===== config.mk =====
export PLATFORM = sky130hd
export DESIGN_NAME = priority_focus_arbiter
export DESIGN_NICKNAME = d
export VERILOG_FILES = /design/src/rtl/core/pfa_pkg.sv /design/src/rtl/core/pfa_in_reg.sv /design/src/rtl/core/pfa_engine.sv /design/src/rtl/core/pfa_out_reg.sv /design/src/rtl/core/priority_focus_arbiter.sv
export SDC_FILE = /design/constraint.sdc
export NUM_CORES = 1
export LEC_CHECK = 0
export BUFFER_PORTS_ARGS = -buffer_cell sky130_fd_sc_hd__buf_2
export CORE_ASPECT_RATIO = 0.75
export CORE_MARGIN = 2
export CORE_UTILIZATION = 46
export CTS_CLUSTER_DIAMETER = 150
export DETAILED_ROUTE_END_ITERATION = 8
export GPL_ROUTABILITY_DRIVEN = 0
export PLACE_DENSITY = 0.61
export SYNTH_ARGS = -nofsm -noshare
export SYNTH_HDL_FRONTEND = slang
export SYNTH_SLANG_ARGS = --single-unit

===== constraint.sdc =====
create_clock -name i_clk -period 15.5 [get_ports i_clk]
set_input_delay 3.1 -clock i_clk [delete_from_list [all_inputs] [get_ports i_clk]]
set_output_delay 3.1 -clock i_clk [all_outputs]
set_load 0.005 [all_outputs]

===== src/rtl/core/pfa_pkg.sv =====
// Package for the priority focus arbiter.
// Holds sizes, the command codes, the request/result structs and the slot encoder.
// Used by every module in rtl/core.
package pfa_pkg;

    localparam int SLOTS    = 10;
    localparam int PRIO_MAX = 15;
    localparam int ID_W     = 8;
    localparam int SLOT_W   = $clog2(SLOTS);
    localparam int PRIO_W   = $clog2(PRIO_MAX + 1);

    typedef logic [ID_W-1:0]   t_id;
    typedef logic [SLOTS-1:0]  t_slot_vec;
    typedef logic [SLOT_W-1:0] t_slot_idx;
    typedef logic [PRIO_W-1:0] t_prio;

    localparam t_id   ID_MAX        = {ID_W{1'b1}};
    localparam t_id   PRIO_MAX_ID   = ID_W'(PRIO_MAX);
    localparam t_prio PRIO_MAX_P    = PRIO_W'(PRIO_MAX);
    localparam t_prio PRIO_REGISTER = PRIO_W'(1);

    typedef enum logic [2:0] {
        CMD_REGISTER   = 3'd0,
        CMD_UNREGISTER = 3'd1,
        CMD_REQUEST    = 3'd2,
        CMD_RELEASE    = 3'd3,
        CMD_QUERY      = 3'd4,
        CMD_SET_PRIO   = 3'd5,
        CMD_INC_PRIO   = 3'd6,
        CMD_DEC_PRIO   = 3'd7
    } t_cmd;

    typedef struct packed {
        t_cmd cmd;
        t_id  app_id;
        t_id  priority_req;
    } t_request;

    typedef struct packed {
        logic ok;
        t_id  new_id;
        logic focus_valid;
        t_id  focus_holder;
        logic lost_valid;
        t_id  lost_id;
        logic gained_valid;
        t_id  gained_id;
    } t_result;

    // Index of the lowest set bit; zero when no bit is set.
    function automatic t_slot_idx first_set(input t_slot_vec v);
        t_slot_idx idx;
        idx = '0;
        for (int i = SLOTS - 1; i >= 0; i--) begin
            if (v[i]) begin
                idx = SLOT_W'(i);
            end
        end
        return idx;
    endfunction

endpackage


===== src/rtl/core/pfa_in_reg.sv =====
// Input register stage of the priority focus arbiter.
// Captures one request and holds it until the command engine executes it.
// Depends on pfa_pkg.
module pfa_in_reg
    import pfa_pkg::*;
(
    input  logic     i_clk,
    input  logic     i_rst_n,
    input  logic     i_valid,
    input  logic [2:0] i_cmd,
    input  t_id      i_app_id,
    input  t_id      i_priority_req,
    input  logic     i_out_free,
    output logic     o_stall,
    output logic     o_exec,
    output t_request o_req
);

    logic     r_valid;
    logic     n_valid;
    t_request r_req;
    logic     accept;

    assign o_exec  = r_valid && i_out_free;
    assign o_stall = r_valid && !i_out_free;
    assign accept  = i_valid && !o_stall;
    assign o_req   = r_req;

    always_comb begin
        n_valid = r_valid;
        if (accept) begin
            n_valid = 1'b1;
        end else if (o_exec) begin
            n_valid = 1'b0;
        end
    end

    always_ff @(posedge i_clk) begin
        if (!i_rst_n) begin
            r_valid <= 1'b0;
        end else begin
            r_valid <= n_valid;
        end
    end

    always_ff @(posedge i_clk) begin
        if (accept) begin
            r_req.cmd          <= t_cmd'(i_cmd);
            r_req.app_id       <= i_app_id;
            r_req.priority_req <= i_priority_req;
        end
    end

endmodule


===== src/rtl/core/pfa_engine.sv =====
// Command engine of the priority focus arbiter.
// Holds the client slot table and focus holder, and executes one request per cycle while i_exec is high.
// Depends on pfa_pkg.
module pfa_engine
    import pfa_pkg::*;
(
    input  logic     i_clk,
    input  logic     i_rst_n,
    input  logic     i_exec,
    input  t_request i_req,
    output t_result  o_res
);

    logic [SLOTS-1:0] r_active;
    logic [SLOTS-1:0] n_active;
    t_id              r_client [SLOTS];
    t_id              n_client [SLOTS];
    t_prio            r_prio [SLOTS];
    t_prio            n_prio [SLOTS];
    logic [SLOTS-1:0] r_prev_valid;
    logic [SLOTS-1:0] n_prev_valid;
    t_id              r_prev_client [SLOTS];
    t_id              n_prev_client [SLOTS];
    logic             r_holder_valid;
    logic             n_holder_valid;
    t_id              r_holder_client;
    t_id              n_holder_client;
    t_id              r_next_client;
    t_id              n_next_client;

    t_slot_vec m_id;
    t_slot_vec m_hold;
    t_slot_vec m_free;
    t_slot_vec m_prev;
    t_slot_idx s_idx;
    t_slot_idx h_idx;
    t_slot_idx f_idx;
    logic      s_found;
    logic      h_found;
    logic      f_found;
    logic      p_found;
    logic      h_prev_valid;
    t_id       h_prev_client;
    t_prio     sp;
    t_prio     hp;

    always_comb begin
        for (int i = 0; i < SLOTS; i++) begin
            m_id[i]   = r_active[i] && (r_client[i] == i_req.app_id);
            m_hold[i] = r_active[i] && (r_client[i] == r_holder_client);
            m_free[i] = !r_active[i];
        end
    end

    assign s_found       = |m_id;
    assign h_found       = |m_hold;
    assign f_found       = |m_free;
    assign s_idx         = first_set(m_id);
    assign h_idx         = first_set(m_hold);
    assign f_idx         = first_set(m_free);
    assign h_prev_valid  = r_prev_valid[h_idx];
    assign h_prev_client = r_prev_client[h_idx];
    assign sp            = r_prio[s_idx];
    assign hp            = h_found ? r_prio[h_idx] : '0;

    always_comb begin
        for (int i = 0; i < SLOTS; i++) begin
            m_prev[i] = r_active[i] && (r_client[i] == h_prev_client);
        end
    end

    assign p_found = |m_prev;

    always_comb begin
        n_active        = r_active;
        n_client        = r_client;
        n_prio          = r_prio;
        n_prev_valid    = r_prev_valid;
        n_prev_client   = r_prev_client;
        n_holder_valid  = r_holder_valid;
        n_holder_client = r_holder_client;
        n_next_client   = r_next_client;
        o_res           = '0;

        unique case (i_req.cmd)
            CMD_REGISTER: begin
                if (f_found) begin
                    n_active[f_idx]      = 1'b1;
                    n_client[f_idx]      = r_next_client;
                    n_prio[f_idx]        = PRIO_REGISTER;
                    n_prev_valid[f_idx]  = 1'b0;
                    n_prev_client[f_idx] = '0;
                    o_res.ok             = 1'b1;
                    o_res.new_id         = r_next_client;
                    n_next_client = (r_next_client == ID_MAX) ? ID_W'(1)
                                                              : r_next_client + ID_W'(1);
                end
            end
            CMD_UNREGISTER: begin
                if (s_found) begin
                    n_active[s_idx] = 1'b0;
                    n_prio[s_idx]   = PRIO_REGISTER;
                    if (r_holder_valid && (r_holder_client == i_req.app_id)) begin
                        n_holder_valid  = r_prev_valid[s_idx];
                        n_holder_client = r_prev_valid[s_idx] ? r_prev_client[s_idx] : '0;
                    end
                    n_prev_valid[s_idx]  = 1'b0;
                    n_prev_client[s_idx] = '0;
                end
            end
            CMD_REQUEST: begin
                if (!r_holder_valid || (r_holder_client == i_req.app_id)) begin
                    n_holder_valid  = 1'b1;
                    n_holder_client = i_req.app_id;
                    o_res.ok        = 1'b1;
                end else if (s_found && (sp > hp)) begin
                    n_prev_valid[s_idx]  = 1'b1;
                    n_prev_client[s_idx] = r_holder_client;
                    n_holder_client      = i_req.app_id;
                    o_res.ok             = 1'b1;
                    if (h_found) begin
                        o_res.lost_valid = 1'b1;
                        o_res.lost_id    = r_holder_client;
                    end
                end
            end
            CMD_RELEASE: begin
                if (r_holder_valid) begin
                    if (!h_found) begin
                        n_holder_valid  = 1'b0;
                        n_holder_client = '0;
                    end else begin
                        n_holder_valid       = h_prev_valid;
                        n_holder_client      = h_prev_valid ? h_prev_client : '0;
                        n_prev_valid[h_idx]  = 1'b0;
                        n_prev_client[h_idx] = '0;
                        if (h_prev_valid && p_found) begin
                            o_res.gained_valid = 1'b1;
                            o_res.gained_id    = h_prev_client;
                        end
                    end
                end
            end
            CMD_QUERY: begin
                o_res.ok = r_holder_valid && (r_holder_client == i_req.app_id);
            end
            CMD_SET_PRIO: begin
                if (s_found) begin
                    n_prio[s_idx] = (i_req.priority_req > PRIO_MAX_ID)
                                    ? PRIO_MAX_P : i_req.priority_req[PRIO_W-1:0];
                end
            end
            CMD_INC_PRIO: begin
                if (s_found && (sp < PRIO_MAX_P)) begin
                    n_prio[s_idx] = sp + PRIO_W'(1);
                end
            end
            CMD_DEC_PRIO: begin
                if (s_found && (sp != '0)) begin
                    n_prio[s_idx] = sp - PRIO_W'(1);
                end
            end
            default: begin
            end
        endcase

        o_res.focus_valid  = n_holder_valid;
        o_res.focus_holder = n_holder_valid ? n_holder_client : '0;
    end

    always_ff @(posedge i_clk) begin
        if (!i_rst_n) begin
            r_active        <= '0;
            r_prev_valid    <= '0;
            r_holder_valid  <= 1'b0;
            r_holder_client <= '0;
            r_next_client   <= ID_W'(1);
            for (int i = 0; i < SLOTS; i++) begin
                r_client[i]      <= '0;
                r_prio[i]        <= '0;
                r_prev_client[i] <= '0;
            end
        end else if (i_exec) begin
            r_active        <= n_active;
            r_prev_valid    <= n_prev_valid;
            r_holder_valid  <= n_holder_valid;
            r_holder_client <= n_holder_client;
            r_next_client   <= n_next_client;
            for (int i = 0; i < SLOTS; i++) begin
                r_client[i]      <= n_client[i];
                r_prio[i]        <= n_prio[i];
                r_prev_client[i] <= n_prev_client[i];
            end
        end
    end

endmodule


===== src/rtl/core/pfa_out_reg.sv =====
// Result register stage of the priority focus arbiter.
// Holds one finished result until the downstream side takes it.
// Depends on pfa_pkg.
module pfa_out_reg
    import pfa_pkg::*;
(
    input  logic    i_clk,
    input  logic    i_rst_n,
    input  logic    i_load,
    input  t_result i_res,
    input  logic    i_stall,
    output logic    o_free,
    output logic    o_valid,
    output t_result o_res
);

    logic    r_valid;
    logic    n_valid;
    t_result r_res;

    assign o_free  = !r_valid || !i_stall;
    assign o_valid = r_valid;
    assign o_res   = r_res;

    always_comb begin
        n_valid = r_valid;
        if (i_load) begin
            n_valid = 1'b1;
        end else if (!i_stall) begin
            n_valid = 1'b0;
        end
    end

    always_ff @(posedge i_clk) begin
        if (!i_rst_n) begin
            r_valid <= 1'b0;
        end else begin
            r_valid <= n_valid;
        end
    end

    always_ff @(posedge i_clk) begin
        if (i_load) begin
            r_res <= i_res;
        end
    end

endmodule


===== src/rtl/core/priority_focus_arbiter.sv =====
// Priority focus arbiter: client slot table with focus grant, preemption and hand-back.
// An accepted request is executed once the result register is free, and its result is then
// registered onto the outputs; throughput is one request per cycle while i_stall is low,
// set by the single table update between the input and result registers.
// Synchronous active-low reset empties the table, clears the holder, sets the next id to one.
// Depends on pfa_pkg, pfa_in_reg, pfa_engine and pfa_out_reg.
module priority_focus_arbiter
    import pfa_pkg::*;
(
    input  logic       i_clk,
    input  logic       i_rst_n,
    input  logic       i_valid,
    output logic       o_stall,
    input  logic [2:0] i_cmd,
    input  logic [7:0] i_app_id,
    input  logic [7:0] i_priority_req,
    output logic       o_valid,
    input  logic       i_stall,
    output logic       o_ok,
    output logic [7:0] o_new_id,
    output logic       o_focus_valid,
    output logic [7:0] o_focus_holder,
    output logic       o_lost_valid,
    output logic [7:0] o_lost_id,
    output logic       o_gained_valid,
    output logic [7:0] o_gained_id
);

    t_request req;
    t_result  res;
    t_result  out_res;
    logic     exec;
    logic     out_free;

    pfa_in_reg u_in_reg (
        .i_clk          (i_clk),
        .i_rst_n        (i_rst_n),
        .i_valid        (i_valid),
        .i_cmd          (i_cmd),
        .i_app_id       (i_app_id),
        .i_priority_req (i_priority_req),
        .i_out_free     (out_free),
        .o_stall        (o_stall),
        .o_exec         (exec),
        .o_req          (req)
    );

    pfa_engine u_engine (
        .i_clk   (i_clk),
        .i_rst_n (i_rst_n),
        .i_exec  (exec),
        .i_req   (req),
        .o_res   (res)
    );

    pfa_out_reg u_out_reg (
        .i_clk   (i_clk),
        .i_rst_n (i_rst_n),
        .i_load  (exec),
        .i_res   (res),
        .i_stall (i_stall),
        .o_free  (out_free),
        .o_valid (o_valid),
        .o_res   (out_res)
    );

    assign o_ok           = out_res.ok;
    assign o_new_id       = out_res.new_id;
    assign o_focus_valid  = out_res.focus_valid;
    assign o_focus_holder = out_res.focus_holder;
    assign o_lost_valid   = out_res.lost_valid;
    assign o_lost_id      = out_res.lost_id;
    assign o_gained_valid = out_res.gained_valid;
    assign o_gained_id    = out_res.gained_id;

    a_reset_empties_output: assert property (@(posedge i_clk)
        !i_rst_n |=> !o_valid)
        else $error("result valid after reset");

    a_lost_means_granted: assert property (@(posedge i_clk) disable iff (!i_rst_n)
        o_valid && o_lost_valid |-> o_ok && o_focus_valid && (o_focus_holder != o_lost_id))
        else $error("lost notice without a preempting grant");

    a_gained_is_holder: assert property (@(posedge i_clk) disable iff (!i_rst_n)
        o_valid && o_gained_valid |-> o_focus_valid && (o_focus_holder == o_gained_id))
        else $error("gained notice does not match the new holder");

    a_stall_only_when_full: assert property (@(posedge i_clk) disable iff (!i_rst_n)
        o_stall |-> o_valid && i_stall)
        else $error("input stalled while the result stage can take a request");

endmodule


==> out/qor.yml <==
logic_synthesis:
  synthDominantCellAreaShare: 0.266
  ys_warn_count: 0
  synth_ff_type: "dfxtp_1"
  ys_types: 86
  syn_avg_cell_area_um2: 8.12
  postSynthCellCount: 2220
  synth_edf_count: 55
  ys_seq_area_frac: 0.357
  syn_nets: 2250
  synth.most_common_cell: "nand2_1"
  mappedNetlistArea_mm2: 0.0180
  yosys-top-cells-count: "293 x nand2_1, 239 x dfxtp_1, 203 x xnor2_1"
  synthArstFlopShare: 0
  synth_seq_cells: 294
  yosysTopAreaCell: "dfxtp_1"
  synth_area_leaders: "dfxtp_1 27%, xnor2_1 9.9%, edfxtp_1 9.2%"
timing:
  min_period_ns: 7.15
  finalWorstSetupSlack_ns: 8.35
  fin_skew_ns: 0.0129
  tightest_slew_ns: 1.25
  setup_viol: 0
  final-hold-violation-count: 0
  maxSlewViolCount: 0
  rsz0062_at_grt: "false"
  whs_ns: 0.479
  fin_setup_tns_ns: 0
  max_slew_margin: 0.166
  fmax_mhz: 140
  fin_crit_sh: 0.461
worst_hold_path:
  hold_start: "u_engine.r_prev_client[61]$_SDFFE_PN0P_"
  hold_path_class: "reg2reg"
power_and_ir_drop:
  power_frac_comb: 0.066
  p_seq_frac: 0.485
  power_density_mw_per_mm2: 84.6
  p_clk_frac: 0.449
  sw_frac_of_total: 0.250
  switching_power_uw: 414
  p_int_uw: 1240
  power.static_leakage_uw: 0.00678
  total_power_uw: 1660
  peakVddDrop_mv: 0.0787
flow_run:
  max_cap_viol_count: 0
die:
  num_rows: 62
  start_util: 0.468
  die_y_um: 175
  ios: 61
  fp.dieW_um: 233
  core_area_mm2: 0.0385
  dieArea_mm2: 0.0408
critical_path:
  startpoint_type: "flip-flop"
  slowest_delay_ns: 1.00
  r2r-start: "u_in_reg.o_req[8]$_DFFE_PP_"
  cp_num_buf_inv: 1
  worstPathMaxFanout: 37
  required_ns: 16.04
  worstSetupPathType: "reg2reg"
  r2r_setup_slack_ns: 8.35
  path_cells: "xnor2_1 -> nand4_1 -> nor3_1 -> a21oi_1 -> o22ai_4 -> buf_4 -> a21o_1 -> nand2_1 -> a21o_1 -> a211oi_2 -> ha_1 -> nor2b_1 -> o21a_1 -> o21a_1 -> o21ai_0 -> nor2_1 -> nor3b_1 -> o21ai_0 -> a21oi_1 -> nand2b_1 -> a22oi_1 -> and3_1 -> o21ai_0 -> and2_1"
  worstPathArrival_ns: 7.69
  critPathCaptureType: "flip-flop"
  critPathSlowestCell: "edfxtp_1"
  crit_family: "compound AO/OA/AOI/OAI gates"
  cp-startpoint: "u_in_reg.o_req[8]$_DFFE_PP_"
  crit_path_frequent_cell: "o21ai_0"
routing:
  routed_wl_mm: 71.6
  avgRoutedWirePerCell_um: 26.1
  dr.pass1.iters: 7
  vias: 18000
  vias_per_cell: 6.56
  ant_nets: 0
  drc: 0
  first_iter_violations: 2793
global_route:
  grt_max_degree: 101
  grt_overflow: 0
  antenna_found_initial: 3
  grt_usage: 0.345
  grt_pass1_vias: 16700
  grt_first_pass_wirelength_mm: 107
clock_tree:
  hold_buffers: 0
  htreeDepth: 1
  cts_resized: 0
  clock_latency_ns: 0.59
  cts.sink_count: 294
  numCtsBuffers: 31
  clock_path_buffers: 3
  path_clk_slew_ns: 0.07
  cts_root_buf: "clkbuf_16"
  post-cts-setup-buffers: 0
  cts_tree: "built"
place:
  dp_hpwl_mm: 50.1
  dp_slack_ns: 8.67
  io_buffers: 60
layout:
  layout-drive-gt1-share: 0.0858
  final_nets: 2233
  synthToLayoutAreaGrowth_pct: 8.54
  filler_cell_count: 3742
  fin_util: 0.508
status:
  status: "completed"
## worst register-to-register path, cell delays in order (launching register included)
cell and delay, ns:
edfxtp_1 1.00, xnor2_1 0.22, nand4_1 0.13, nor3_1 0.32, a21oi_1 0.18, o22ai_4 0.17, buf_4 0.52, a21o_1 0.82
nand2_1 0.12, a21o_1 0.22, a211oi_2 0.46, ha_1 0.34, nor2b_1 0.13, o21a_1 0.16, o21a_1 0.16, o21ai_0 0.27
nor2_1 0.14, nor3b_1 0.23, o21ai_0 0.10, a21oi_1 0.58, nand2b_1 0.22, a22oi_1 0.07, and3_1 0.25, o21ai_0 0.14
and2_1 0.15
## sequential cells by signal (all words and copies together), names as in the netlist
register,cells
u_engine.r_active,10
u_engine.r_client,80
u_engine.r_holder_client,8
u_engine.r_holder_valid,1
u_engine.r_next_client,8
u_engine.r_prev_client,80
u_engine.r_prev_valid,10
u_engine.r_prio,40
u_in_reg.o_req,19
u_in_reg.r_valid,1
u_out_reg.o_res,36
u_out_reg.o_valid,1
## routing by layer
layer | track usage | routed length, um | up-vias
met5 | 0 | 27 | -
met4 | 0.132 | 3160 | 4
met2 | 0.474 | 27900 | 1293
met3 | 0.0930 | 9640 | 247
li1 | - | - | 7878
met1 | 0.508 | 30900 | 8548
## final timing paths
| path | end | cells past startpoint |
|---|---|---|
| hold / removal | u_engine.r_prev_client[61]$_SDFFE_PN0P_ | 2 |
| setup reg to reg | u_engine.r_holder_client[7]$_SDFFE_PN0P_ | 24 |
| setup / recovery | u_engine.r_holder_client[7]$_SDFFE_PN0P_ | 24 |
| hold reg to reg | u_engine.r_prev_client[61]$_SDFFE_PN0P_ | 2 |
## cell families (layout without fill, tap and decap cells)
family | Yosys count | count (layout) | share of synthesized area
buffers and inverters | 176 | 183 | 0.0447
AO/OA/AOI/OAI | 491 | 491 | 0.176
adder cells (fa/ha/maj) | 7 | 7 | 0.00486
AND/OR/NAND/NOR | 880 | 880 | 0.228
flip-flops | 294 | 294 | 0.357
multiplexers | 119 | 119 | 0.0669
XOR/XNOR | 253 | 253 | 0.123
other | 0 | 1 | 0
## power groups by stage
stage | clock (uW) | combinational (uW) | sequential, uW
finish | 743 | 110 | 803
global placement | 0 | 104 | 819
global route | 778 | 117 | 803
floorplan | 0 | 80.1 | 808
CTS | 750 | 106 | 802
detailed placement | 0 | 105 | 819
## layout by cell type, fill, tap and decap left out, types with 11 or more instances in the layout
cell type,n
a211oi_1,15
a21oi_1,181
a221oi_1,26
a22oi_1,13
a31oi_1,12
and2_1,29
and3_1,20
buf_2,60
buf_4,38
clkbuf_16,31
dfxtp_1,239
edfxtp_1,55
inv_1,25
mux2_2,11
mux2i_1,108
nand2_1,293
nand2b_1,14
nand3_1,161
nand4_1,42
nor2_1,197
nor3_1,54
nor4_1,11
o211a_1,13
o211ai_1,24
o21ai_0,95
o221ai_1,12
o22ai_1,11
or3_1,17
xnor2_1,203
xor2_1,50
## through the flow
stage,area (um^2),cells
after floorplan,18000,2220
after global placement,18600,2682
after detailed placement,18600,2682
after CTS,19600,2739
after global routing,19600,2739
final,19600,2740
## final cells by class
class	instances	area, um^2	area share
diodes	1	2.50	0.000128
inverters	28	110	0.00563
well taps	512	641	0.0328
flip-flops and latches	294	6440	0.329
multi-input cells	1750	10800	0.552
clock buffers	44	865	0.0442
clock inverters	13	115	0.00589
repair buffers	98	586	0.0299
(Power assumes the default switching activity.)
